`config.mk`:
```
export PLATFORM = sky130hd
export DESIGN_NAME = nibble_frame_receiver
export DESIGN_NICKNAME = d
export VERILOG_FILES = /design/src/rtl/core/nfr_pkg.sv /design/src/rtl/core/nibble_frame_receiver.sv /design/src/rtl/core/nfr_ram.sv /design/src/rtl/core/nfr_front.sv /design/src/rtl/core/nfr_queue.sv /design/src/rtl/core/nfr_back.sv
export SDC_FILE = /design/constraint.sdc
export NUM_CORES = 2
export LEC_CHECK = 0
export ABC_AREA = 1
export BUFFER_PORTS_ARGS = -buffer_cell sky130_fd_sc_hd__buf_2
export CAP_MARGIN = 20
export CORE_ASPECT_RATIO = 0.9
export CORE_MARGIN = 2
export CORE_UTILIZATION = 55
export CTS_CLUSTER_SIZE = 8
export DETAILED_ROUTE_END_ITERATION = 16
export PLACE_DENSITY = 0.71
export SLEW_MARGIN = 0
export SYNTH_ARGS = -nofsm -noshare
export SYNTH_HDL_FRONTEND = slang
export SYNTH_SLANG_ARGS = --single-unit
```
`constraint.sdc`:
```
create_clock -name clock -period 7.8 [get_ports clock]
set_input_delay 0 -clock clock [delete_from_list [all_inputs] [get_ports clock]]
set_output_delay 0 -clock clock [all_outputs]
set_load 0.02 [all_outputs]
```
`src/rtl/core/nfr_pkg.sv`:
```
// shared types and constants of the nibble frame receiver
`timescale 1ns / 1ps
`default_nettype none
package nfr_pkg;

   // field widths of the stream payloads
   localparam int CHANNEL_W = 2;
   localparam int CHAR_W    = 8;
   localparam int INDEX_W   = 6;
   localparam int STATUS_W  = 2;
   localparam int LENGTH_W  = 7;
   localparam int DATA_W    = 8;
   localparam int REQ_DATA_W = 16;
   localparam int RSP_DATA_W = 24;

   // framing characters
   localparam logic [CHAR_W-1:0] CHAR_STX         = 8'h02;
   localparam logic [CHAR_W-1:0] CHAR_ETX         = 8'h03;
   localparam logic [CHAR_W-1:0] NIBBLE_MASK      = 8'h0f;
   localparam logic [CHAR_W-1:0] CHAR_UPPER_FIRST = 8'h41;  // 'A'
   localparam logic [CHAR_W-1:0] CHAR_UPPER_END   = 8'h5a;  // 'Z', excluded
   localparam logic [CHAR_W-1:0] CHAR_LOWER_FIRST = 8'h61;  // 'a'
   localparam logic [CHAR_W-1:0] CHAR_LOWER_END   = 8'h7a;  // 'z', excluded

   // command queue between front and back
   localparam int QUEUE_DEPTH = 2;

   typedef enum logic {
      MODE_CHAR = 1'b0,
      MODE_READ = 1'b1
   } mode_type;

   typedef enum logic [2:0] {
      KIND_NONE,
      KIND_STX,
      KIND_ETX,
      KIND_UPPER,
      KIND_LOWER,
      KIND_OTHER,
      KIND_READ
   } kind_type;

   typedef enum logic [STATUS_W-1:0] {
      STATUS_NONE,
      STATUS_ACCEPT,
      STATUS_MISMATCH,
      STATUS_OVERFLOW
   } status_type;

   typedef struct packed {
      kind_type               kind;
      logic [CHANNEL_W-1:0]   channel;
      logic [3:0]             nibble;
      logic [INDEX_W-1:0]     read_index;
   } cmd_type;

   typedef struct packed {
      status_type             status;
      logic                   frame_ready;
      logic [LENGTH_W-1:0]    frame_length;
      logic                   data_sel;
   } result_type;

endpackage
`default_nettype wire

```
`src/rtl/core/nibble_frame_receiver.sv`:
```
// top level of the multi-channel stx/etx nibble frame receiver
//
// req_* carries one item per transfer: a received character (req_tuser = 0)
// that advances the framing state of its channel, or a read (req_tuser = 1)
// of one stored payload byte of a checked frame. rsp_* returns exactly one
// result per item, in order: status, frame ready flag, frame length and read
// byte. Items for a channel at or above CHANNELS get an all-zero result.
// Throughput is one item per cycle while rsp_tready does not stall; the
// per-channel state update and the frame store port each handle one item a
// cycle. When the result side is free, an accepted item is first written to
// the two-entry command queue, then loads the result register (frame store
// read), which raises rsp_tvalid. A stall on rsp_tready holds the result
// register; the queue absorbs two more items before req_tready drops. Reset
// empties the queue and result register and clears every channel; the frame
// store needs no clearing.
`timescale 1ns / 1ps
`default_nettype none
module nibble_frame_receiver #(
   parameter int FRAME_BYTES = 64,
   parameter int CHANNELS    = 4
) (
   input  wire logic                            clock,
   input  wire logic                            reset,
   input  wire logic                            req_tvalid,
   output logic                                 req_tready,
   // channel[1:0], rx_char[9:2], read_index[15:10]
   input  wire logic [nfr_pkg::REQ_DATA_W-1:0]  req_tdata,
   // mode[0]
   input  wire logic                            req_tuser,
   output logic                                 rsp_tvalid,
   input  wire logic                            rsp_tready,
   // status[1:0], frame_ready[2], frame_length[9:3], read_data[17:10], zero fill
   output logic [nfr_pkg::RSP_DATA_W-1:0]       rsp_tdata
);
   import nfr_pkg::*;

   cmd_type           front_cmd;
   cmd_type           queue_cmd;
   logic              queue_valid;
   logic              back_ready;
   result_type        res;
   logic [DATA_W-1:0] res_data;

   nfr_front #(
      .CHANNELS (CHANNELS)
   ) u_front (
      .mode       (req_tuser),
      .channel    (req_tdata[1:0]),
      .rx_char    (req_tdata[9:2]),
      .read_index (req_tdata[15:10]),
      .cmd        (front_cmd)
   );

   nfr_queue u_queue (
      .clock     (clock),
      .reset     (reset),
      .in_valid  (req_tvalid),
      .in_ready  (req_tready),
      .in_cmd    (front_cmd),
      .out_valid (queue_valid),
      .out_ready (back_ready),
      .out_cmd   (queue_cmd)
   );

   nfr_back #(
      .FRAME_BYTES (FRAME_BYTES),
      .CHANNELS    (CHANNELS)
   ) u_back (
      .clock     (clock),
      .reset     (reset),
      .cmd_valid (queue_valid),
      .cmd_ready (back_ready),
      .cmd       (queue_cmd),
      .res_valid (rsp_tvalid),
      .res_ready (rsp_tready),
      .res       (res),
      .res_data  (res_data)
   );

   assign rsp_tdata = {6'b0, res_data, res.frame_length, res.frame_ready, res.status};

endmodule
`default_nettype wire

```
`src/rtl/core/nfr_ram.sv`:
```
// generic single write port, single read port ram with registered read
`timescale 1ns / 1ps
`default_nettype none
module nfr_ram #(
   parameter int WIDTH = 8,
   parameter int DEPTH = 256
) (
   input  wire logic                     clock,
   input  wire logic                     wr_en,
   input  wire logic [$clog2(DEPTH)-1:0] wr_addr,
   input  wire logic [WIDTH-1:0]         wr_data,
   input  wire logic                     rd_en,
   input  wire logic [$clog2(DEPTH)-1:0] rd_addr,
   output logic      [WIDTH-1:0]         rd_data
);

   logic [WIDTH-1:0] mem_ff [DEPTH];
   logic [WIDTH-1:0] rd_data_ff;

   always_ff @(posedge clock) begin
      if (wr_en) begin
         mem_ff[wr_addr] <= wr_data;
      end
      if (rd_en) begin
         rd_data_ff <= mem_ff[rd_addr];
      end
   end

   assign rd_data = rd_data_ff;

endmodule
`default_nettype wire

```
`src/rtl/core/nfr_front.sv`:
```
// front end: classifies incoming items into commands for the back end
`timescale 1ns / 1ps
`default_nettype none
module nfr_front #(
   parameter int CHANNELS = 4
) (
   input  wire logic                          mode,
   input  wire logic [nfr_pkg::CHANNEL_W-1:0] channel,
   input  wire logic [nfr_pkg::CHAR_W-1:0]    rx_char,
   input  wire logic [nfr_pkg::INDEX_W-1:0]   read_index,
   output nfr_pkg::cmd_type                   cmd
);
   import nfr_pkg::*;

   logic [CHAR_W-1:0] upper_off;
   logic [CHAR_W-1:0] lower_off;

   assign upper_off = (rx_char - CHAR_UPPER_FIRST) & NIBBLE_MASK;
   assign lower_off = (rx_char - CHAR_LOWER_FIRST) & NIBBLE_MASK;

   always_comb begin
      cmd.channel    = channel;
      cmd.read_index = read_index;
      cmd.nibble     = 4'h0;
      if (32'(channel) >= CHANNELS) begin
         cmd.kind = KIND_NONE;
      end else if (mode == MODE_READ) begin
         cmd.kind = KIND_READ;
      end else if (rx_char == CHAR_STX) begin
         cmd.kind = KIND_STX;
      end else if (rx_char == CHAR_ETX) begin
         cmd.kind = KIND_ETX;
      end else if (rx_char >= CHAR_UPPER_FIRST && rx_char < CHAR_UPPER_END) begin
         cmd.kind   = KIND_UPPER;
         cmd.nibble = upper_off[3:0];
      end else if (rx_char >= CHAR_LOWER_FIRST && rx_char < CHAR_LOWER_END) begin
         cmd.kind   = KIND_LOWER;
         cmd.nibble = lower_off[3:0];
      end else begin
         cmd.kind = KIND_OTHER;
      end
   end

endmodule
`default_nettype wire

```
`src/rtl/core/nfr_queue.sv`:
```
// short command queue between front and back end
`timescale 1ns / 1ps
`default_nettype none
module nfr_queue (
   input  wire logic             clock,
   input  wire logic             reset,
   input  wire logic             in_valid,
   output logic                  in_ready,
   input  wire nfr_pkg::cmd_type in_cmd,
   output logic                  out_valid,
   input  wire logic             out_ready,
   output nfr_pkg::cmd_type      out_cmd
);
   import nfr_pkg::*;

   localparam int PW = $clog2(QUEUE_DEPTH);

   cmd_type            entry_ff [QUEUE_DEPTH];
   logic [PW-1:0]      wr_ptr_ff, wr_ptr_in;
   logic [PW-1:0]      rd_ptr_ff, rd_ptr_in;
   logic [PW:0]        count_ff, count_in;
   logic               push, pop;

   assign in_ready  = count_ff != (PW+1)'(QUEUE_DEPTH);
   assign out_valid = count_ff != '0;
   assign out_cmd   = entry_ff[rd_ptr_ff];
   assign push      = in_valid && in_ready;
   assign pop       = out_valid && out_ready;

   always_comb begin
      wr_ptr_in = wr_ptr_ff;
      rd_ptr_in = rd_ptr_ff;
      count_in  = count_ff;
      if (push) begin
         wr_ptr_in = (wr_ptr_ff == PW'(QUEUE_DEPTH - 1)) ? '0 : wr_ptr_ff + 1'b1;
      end
      if (pop) begin
         rd_ptr_in = (rd_ptr_ff == PW'(QUEUE_DEPTH - 1)) ? '0 : rd_ptr_ff + 1'b1;
      end
      if (push && !pop) begin
         count_in = count_ff + 1'b1;
      end else if (pop && !push) begin
         count_in = count_ff - 1'b1;
      end
   end

   always_ff @(posedge clock) begin
      if (reset) begin
         wr_ptr_ff <= '0;
         rd_ptr_ff <= '0;
         count_ff  <= '0;
      end else begin
         wr_ptr_ff <= wr_ptr_in;
         rd_ptr_ff <= rd_ptr_in;
         count_ff  <= count_in;
      end
   end

   always_ff @(posedge clock) begin
      if (push) begin
         entry_ff[wr_ptr_ff] <= in_cmd;
      end
   end

endmodule
`default_nettype wire

```
`src/rtl/core/nfr_back.sv`:
```
// back end: per-channel frame state, frame store and result register
`timescale 1ns / 1ps
`default_nettype none
module nfr_back #(
   parameter int FRAME_BYTES = 64,
   parameter int CHANNELS    = 4
) (
   input  wire logic                       clock,
   input  wire logic                       reset,
   input  wire logic                       cmd_valid,
   output logic                            cmd_ready,
   input  wire nfr_pkg::cmd_type           cmd,
   output logic                            res_valid,
   input  wire logic                       res_ready,
   output nfr_pkg::result_type             res,
   output logic [nfr_pkg::DATA_W-1:0]      res_data
);
   import nfr_pkg::*;

   localparam int CW    = $clog2(FRAME_BYTES + 1);
   localparam int CIW   = (CHANNELS > 1) ? $clog2(CHANNELS) : 1;
   localparam int DEPTH = CHANNELS * FRAME_BYTES;
   localparam int AW    = $clog2(DEPTH);
   localparam int CMPW  = (CW > INDEX_W) ? CW : INDEX_W;

   logic [CW-1:0]     count_ff [CHANNELS];
   logic [DATA_W-1:0] sum_ff   [CHANNELS];
   logic [DATA_W-1:0] cur_ff   [CHANNELS];
   logic              rdy_ff   [CHANNELS];

   result_type        res_ff, res_in;
   logic              res_valid_ff;

   logic [CIW-1:0]    cidx;
   logic [CW-1:0]     cnt, cnt_n;
   logic [DATA_W-1:0] sum, sum_n, cur, cur_n;
   logic              rdy, rdy_n;
   status_type        status;
   logic              fire, upd;
   logic              wr_en, rd_en;
   logic [AW-1:0]     base, wr_addr, rd_addr;
   logic [DATA_W-1:0] rd_data;

   assign cmd_ready = !res_valid_ff || res_ready;
   assign fire      = cmd_valid && cmd_ready;
   assign upd       = fire && cmd.kind != KIND_NONE;

   assign cidx = CIW'(cmd.channel);
   assign cnt  = count_ff[cidx];
   assign sum  = sum_ff[cidx];
   assign cur  = cur_ff[cidx];
   assign rdy  = rdy_ff[cidx];
   assign base = AW'(cidx * FRAME_BYTES);

   always_comb begin
      cnt_n  = cnt;
      sum_n  = sum;
      cur_n  = cur;
      rdy_n  = rdy;
      status = STATUS_NONE;
      wr_en  = 1'b0;
      rd_en  = 1'b0;
      case (cmd.kind)
         KIND_STX: begin
            cnt_n = '0;
            sum_n = '0;
            cur_n = '0;
            rdy_n = 1'b0;
         end
         KIND_ETX: begin
            if (cnt != '0) begin
               if (cur == sum) begin
                  // checksum byte leaves the payload
                  cnt_n  = cnt - 1'b1;
                  rdy_n  = 1'b1;
                  status = STATUS_ACCEPT;
               end else begin
                  cnt_n  = '0;
                  sum_n  = '0;
                  cur_n  = '0;
                  rdy_n  = 1'b0;
                  status = STATUS_MISMATCH;
               end
            end
         end
         KIND_UPPER, KIND_LOWER, KIND_OTHER: begin
            if (cnt == CW'(FRAME_BYTES)) begin
               cnt_n  = '0;
               sum_n  = '0;
               cur_n  = '0;
               rdy_n  = 1'b0;
               status = STATUS_OVERFLOW;
            end else if (cmd.kind == KIND_UPPER) begin
               // fold the finished byte and its 1-based position into the sum
               if (cnt != '0) begin
                  sum_n = sum + cur + DATA_W'(cnt);
               end
               cur_n = {cmd.nibble, 4'h0};
            end else if (cmd.kind == KIND_LOWER) begin
               cur_n = cur | {4'h0, cmd.nibble};
               cnt_n = cnt + 1'b1;
               wr_en = upd;
            end
         end
         KIND_READ: begin
            rd_en = fire && rdy && (CMPW'(cmd.read_index) < CMPW'(cnt));
         end
         default: begin
         end
      endcase
   end

   assign wr_addr = base + AW'(cnt);
   assign rd_addr = base + AW'(cmd.read_index);

   always_comb begin
      res_in              = '0;
      if (cmd.kind != KIND_NONE) begin
         res_in.status       = status;
         res_in.frame_ready  = rdy_n;
         res_in.frame_length = rdy_n ? LENGTH_W'(cnt_n) : '0;
         res_in.data_sel     = rd_en;
      end
   end

   always_ff @(posedge clock) begin
      if (reset) begin
         for (int i = 0; i < CHANNELS; i++) begin
            count_ff[i] <= '0;
            sum_ff[i]   <= '0;
            cur_ff[i]   <= '0;
            rdy_ff[i]   <= 1'b0;
         end
      end else if (upd) begin
         count_ff[cidx] <= cnt_n;
         sum_ff[cidx]   <= sum_n;
         cur_ff[cidx]   <= cur_n;
         rdy_ff[cidx]   <= rdy_n;
      end
   end

   always_ff @(posedge clock) begin
      if (reset) begin
         res_valid_ff <= 1'b0;
      end else if (fire) begin
         res_valid_ff <= 1'b1;
      end else if (res_ready) begin
         res_valid_ff <= 1'b0;
      end
   end

   always_ff @(posedge clock) begin
      if (fire) begin
         res_ff <= res_in;
      end
   end

   // read data holds while the result stalls since no new read is issued
   nfr_ram #(
      .WIDTH (DATA_W),
      .DEPTH (DEPTH)
   ) u_store (
      .clock   (clock),
      .wr_en   (wr_en),
      .wr_addr (wr_addr),
      .wr_data (cur_n),
      .rd_en   (rd_en),
      .rd_addr (rd_addr),
      .rd_data (rd_data)
   );

   assign res_valid = res_valid_ff;
   assign res       = res_ff;
   assign res_data  = res_ff.data_sel ? rd_data : '0;

endmodule
`default_nettype wire

```
=== After elaboration in Yosys (flattened, before gate mapping) ===
Memories as Yosys holds them, arrays and structs flattened. A register that Yosys moved wholly into a read port is not among the register bits.
Index checks and enable logic that the tools add are counted.

* $add $sub $neg: 12
* $mul: 0
* Divide/modulo/power cells: 0
* $lt $le $gt $ge: 5
* Equality and inequality tests: 11
* Shifts and indexed selects: 0
* Mux-type cells: 71
* Bitwise logic cells: 1
* Reduce and logical (&&, ||, !) cells: 24

{| class="wikitable"
|+ Operators with widths
! cell !! number
|-
| two-way mux 8 bit || 13
|-
| case mux 8 bit (3 select lines) || 2
|-
| two-way mux 7 bit || 6
|-
| two-way mux 1 bit || 29
|-
| case mux 7 bit (3 select lines) || 1
|-
| two-way mux 4 bit || 5
|-
| two-way mux 2 bit || 9
|-
| adder 8 x 7 -> 8 bit || 2
|-
| == test 8 x 2 -> 1 bit (second input constant) || 2
|-
| >= comparator 8 x 7 -> 1 bit (second input constant) || 2
|-
| < comparator 8 x 7 -> 1 bit (second input constant) || 2
|-
| OR reduction 8 bit || 2
|-
| two-way mux 3 bit || 4
|-
| == test 3 bit (second input constant) || 3
|-
| logical AND 1 bit || 9
|-
| adder 8 x 6 -> 8 bit || 1
|-
| adder 8 bit || 1
|-
| == test 8 bit || 1
|-
| OR 8 x 4 -> 8 bit || 1
|-
| subtractor 4 x 1 -> 4 bit (second input constant) || 2
|-
| adder 7 x 1 -> 7 bit (second input constant) || 1
|-
| == test 7 bit (second input constant) || 1
|-
| < comparator 6 x 7 -> 1 bit || 1
|-
| nonzero test 7 bit || 1
|-
| 17 further kinds || 23
|}

* Flip-flop bits (word level): 16
* Latch bits: 0
* Bits in writable memories: 2174
* ROM bits: 0
* Input port bits: 21
* Output and inout port bits: 26
* Word-level logic and storage cells: 138
* Memories: 6

{| class="wikitable"
|+ Memory list
! name !! depth !! bits a word !! rd ports !! clocked after Yosys merged registers in !! wr ports !! line !! text
|-
| u_back.u_store.mem_ff || 256 || 8 || 1 || 1 || 1 || nfr_ram.sv:17 || <nowiki>logic [WIDTH-1:0] mem_ff [DEPTH];</nowiki>
|-
| u_back.cur_ff || 4 || 8 || 1 || 0 || 4 || nfr_back.sv:28 || <nowiki>logic [DATA_W-1:0] cur_ff [CHANNELS];</nowiki>
|-
| u_back.sum_ff || 4 || 8 || 1 || 0 || 4 || nfr_back.sv:27 || <nowiki>logic [DATA_W-1:0] sum_ff [CHANNELS];</nowiki>
|-
| u_queue.entry_ff || 2 || 15 || 1 || 1 || 1 || nfr_queue.sv:18 || <nowiki>cmd_type entry_ff [QUEUE_DEPTH];</nowiki>
|-
| u_back.count_ff || 4 || 7 || 1 || 0 || 4 || nfr_back.sv:26 || <nowiki>logic [CW-1:0] count_ff [CHANNELS];</nowiki>
|-
| u_back.rdy_ff || 4 || 1 || 1 || 0 || 4 || nfr_back.sv:29 || <nowiki>logic rdy_ff [CHANNELS];</nowiki>
|}

=== Longest topological paths before layout ===
* Depth in word-level cells: 10
* Gate-level depth with buffers: 26
* Gate-level depth less buffers: 22

=== Hierarchy ===
From an unflattened synthesis, not the netlist that was laid out.

* Cell total of the unflattened synthesis: 7999
* Area, all modules: 92098.3 µm²

{| class="wikitable"
|+ Modules (own cells, without submodules)
! module !! times used !! cells an instance !! area each (µm²) !! seq. area each (µm²)
|-
| nfr_ram || 1 || 7003 || 83476.3 || 61739.2
|-
| nfr_back || 1 || 849 || 6872.8 || 3233.1
|-
| nfr_queue || 1 || 84 || 1377.6 || 1001.0
|-
| nfr_front || 1 || 56 || 322.8 || 0.0
|-
| nibble_frame_receiver || 1 || 7 || 48.8 || 0.0
|}

=== Worst setup path before layout ===
Ideal clock, no wire load.

* Path kind: reg-to-reg
* Start: register with a tool-made name
* End: memory u_back.u_store.mem_ff[0][1] (data pin)
* Library setup time: 0.939 ns
* Data arrival time: 6.496 ns
* Required time: 6.861 ns
* Slack: 0.365 ns
* Cell stages (with the launch flop): 20
* Path buffers: 4
* Period minus slack after synthesis: 7.435 ns
* Cells stage by stage: dfxtp_1 buf_6 inv_6 nand2_4 nand2_4 buf_6 buf_4 buf_2 or2_2 a32oi_1 inv_1 ha_1 nor3_1 and3_1 nand3_1 nand2_2 nand2_2 nand2_4 inv_2 o21ai_2

{| class="wikitable"
|+ RTL lines
! item !! line
|-
| to (decl) || nfr_ram.sv:17
|}

==> key figures <==
Power and ir drop
  – Sequential share of power: 37.0%
  – Leakage power: 44.7 nW
  – Clock share of power: 27.5%
  – Internal: 0.0268 W
  – Gate power share: 35.5%
  – PD cells: 403 nW/µm²
  – Switching Share: 38.8%
  – Peak supply drop: 0.000411 V
  – Net Switching: 0.0170 W

Cells and area
  – Syn-to-layout area delta: 11.2%
  – Fillers: 13617
  – Nets: 9570
  – FF+latch area: 66000 µm²
  – Layout cells sized above 1: 6.26%
  – Area of the multi-input gates: 23500 µm²
  – Most frequent cells in the layout: nand2_1, edfxtp_1, nand3_1
  – Commonest non-fill, non-tap cell in the layout: nand2_1

GRT
  – Met3 usage: 6.99%
  – Largest net degree at the start of global routing: 172
  – GRT Max-Usage Layer: met2
  – Overflow after GRT: 0
  – Initial antenna violation count: 7
  – Met1 track demand over resource: 40.3%
  – Vias in the first global route: 65761
  – Total global-route track usage: 29.4%
  – Routing usage on met2: 44.7%
  – First-pass GRT wire length: 399000 µm

Place
  – I/O Buffers: 40
  – Worst Setup Slack post-DPL: 1.98 ns
  – Post-DP HPWL: 150000 µm
  – Gpl congestion: 0.905

Route
  – Routed WL per cell: 22.3 µm
  – Number of DRC markers in iteration 0: 9645
  – ANT nets after route: 0
  – Via count: 68018
  – TritonRoute pass-1 iters: 7
  – Vias per inst: 5.71
  – Total Wirelength: 266000 µm
  – DRC viols: 0

Setup path
  – Worst EP required: 8.47 ns
  – Critical Path AT: 6.54 ns
  – Crit path launch type: flop
  – CP Class: flop to flop
  – R2R Setup Slk: 1.93 ns
  – Reg2Reg Depth: 16
  – Worst reg2reg endpoint: u_back.u_store.mem_ff[101][2]$_DFFE_PP_
  – CP max FO: 134
  – Crit path capture type: flop

CTS
  – H-tree levels: 5
  – Post-CTS sizing: 0
  – CTS tree: built
  – Clock latency on the worst-skew pair: 0.94 ns
  – CTS clock-pin slew for the worst setup and hold paths: 0.05 ns
  – Clock Sinks: 2199
  – Clock root buffer: clkbuf_16
  – TritonCTS Buffers: 325
  – Clock tree buffer depth: 4

Status
  – Status: completed

Synth
  – Ys Warns: 0
  – Syn Area/Cell: 10.2 µm²
  – Synthesized cell area: 97700 µm²
  – Register area share after synthesis: 67.6%
  – Post-synth EDFFs: 2193
  – FF+latch count, synth: 2199
  – Synth async-reset ratio: 0%
  – Netlist cell types: 53
  – Cells after synthesis: 9528
  – Ys flop type: edfxtp_1

STA
  – RSZ-0062 raised after global routing: false
  – Slew HR: 19.9%
  – Worst setup margin: 1.93 ns
  – Final Hold Violating Endpoints: 0
  – Post-layout min period: 5.87 ns
  – Final cycle utilization of the critical path: 75.2%
  – Setup TNS: 0 ns
  – Final Slew Violations: 0
  – Worst Max-Slew Pin Slew: 1.20 ns
  – Setup violations, final: 0
  – Final Skew: 0.0514 ns
  – Fmax: 170 MHz

Floorplanning
  – FP Rows: 146
  – Die area: 181000 µm²
  – Die height: 404 µm
  – Core Area: 176000 µm²
  – Die W: 448 µm
  – Starting Density: 55.5%
  – Total I/O pin count: 47

Worst hold path
  – Hold/Removal Path Class: input port to flop
  – Hold path cells: 4
  – Hold Startpoint: req_tuser
  – Hold Path End: u_queue.entry_ff[0][9]$_DFFE_PP_

Flow run
  – Maximum Capacitance Violations: 0
-- flip-flops by register name, summed over array words and instances (netlist names), 2 cells and up, named ones only --
signal                  flops
u_queue.count_ff            2
u_back.cur_ff              32
u_back.u_store.mem_ff    2048
u_back.res                 11
u_back.sum_ff              32
u_back.u_store.rd_data      8
u_back.count_ff            28
u_back.rdy_ff               4
u_queue.entry_ff           30
-- worst max-delay path by stage --
stage	from	endpoint	slack, ns
final	flop	u_back.u_store.mem_ff[101][2]$_DFFE_PP_	1.93
after global placement	flop	u_back.u_store.mem_ff[168][2]$_DFFE_PP_	2.20
after detailed placement	flop	u_back.u_store.mem_ff[169][2]$_DFFE_PP_	1.98
after floorplan	flop	u_back.u_store.mem_ff[0][1]$_DFFE_PP_	0.36
after CTS	flop	u_back.u_store.mem_ff[162][2]$_DFFE_PP_	1.96
after global routing	flop	u_back.u_store.mem_ff[162][2]$_DFFE_PP_	1.48
-- critical path: stages (launching register included) --
cell and delay, ns:
dfxtp_2 0.84, inv_6 0.13, nand2_4 0.16, nand2_4 0.42, or2_2 0.48, a32oi_1 0.39, inv_1 0.11, ha_1 0.30
nor3_1 0.21, and3_1 0.20, nand3_1 0.18, nand2_2 0.18, nand2_2 0.13, nand2_4 0.19, a21oi_1 0.25, inv_8 0.79
buf_4 0.50
-- power groups by stage --
stage          clock network, W  logic, W  registers, W
6_report                 0.0120    0.0155        0.0162
3_3_place_gp                  0    0.0150        0.0164
3_5_place_dp                  0    0.0152        0.0164
4_1_cts                  0.0121    0.0153        0.0162
5_1_grt                  0.0126    0.0166        0.0162
2_1_floorplan                 0   0.00889        0.0170
-- routing by layer --
metal	vias to the layer above	wire length, µm
met5	-	27
met4	4	12100
met3	640	29400
met2	3860	120000
met1	32461	104000
li1	31053	-
-- stage by stage --
step	cell area, µm²	util (%)	total power (W)	hold WS [ns]	instances
after floorplan	97700	-	0.0258	0.0724	9533
after global placement	99800	56.7	0.0314	0.190	11512
after detailed placement	99800	56.7	0.0316	0.195	11512
after CTS	109000	61.7	0.0436	0.0184	11902
after global routing	109000	61.7	0.0454	0.122	11902
final	109000	61.7	0.0438	0.0805	11905
-- area by class of cell --
class / instances / area share [%]
flip-flops and latches: 2199 / 60.7
clock inverters: 7 / 0.0622
multi-input cells: 5196 / 21.6
clock buffers: 342 / 7.64
well taps: 2368 / 2.73
diodes: 3 / 0.00691
repair buffers: 186 / 1.63
inverters: 1604 / 5.60
-- Yosys cell counts, types with 2 or more instances --
cell type	n	area (µm²)
nand2_1	2550	9570
edfxtp_1	2193	65900
nand3_1	1828	9150
inv_1	1591	5970
nor2_1	400	1500
buf_2	225	1130
clkbuf_1	212	796
o21ai_0	103	515
buf_1	67	251
o211ai_1	66	495
nand3b_1	50	375
a21oi_1	32	160
ha_1	29	363
buf_4	27	203
nand2_2	19	119
or2_2	19	119
inv_2	11	41.3
nor3_1	9	45.0
a32oi_1	8	70.1
fa_1	8	160
nor2_2	7	43.8
o21ai_1	7	35.0
xor2_1	7	61.3
dfxtp_1	6	120
o22ai_1	6	37.5
nand2_4	5	56.3
nand4_1	4	25.0
nor4_1	4	25.0
xnor2_1	4	35.0
buf_6	3	33.8
o21ai_2	3	26.3
a32oi_2	2	32.5
nand3_4	2	35.0
nor3_2	2	20.0
-- repair_timing --
action,CTS,global route
hold buffers,41,0
setup buffers,0,0
endpoints found under the hold margin,112,0
-- cells by family (layout without fill, tap and decap cells) --
logic type                 after synthesis  in the layout  synth area share [%]
and+or+nand+nor                       4906           4906                  21.7
DFF                                   2199           2199                  67.6
buffers and inverters                 2138           2139                  8.64
AOI/OAI and AO/OA                      235            235                  1.48
adders and majority gates               37             37                 0.536
xor gates and xnor gates                11             11                0.0986
other                                    1              9               0.00384
muxes                                    1              1                0.0102
(Power assumes the default switching activity.)
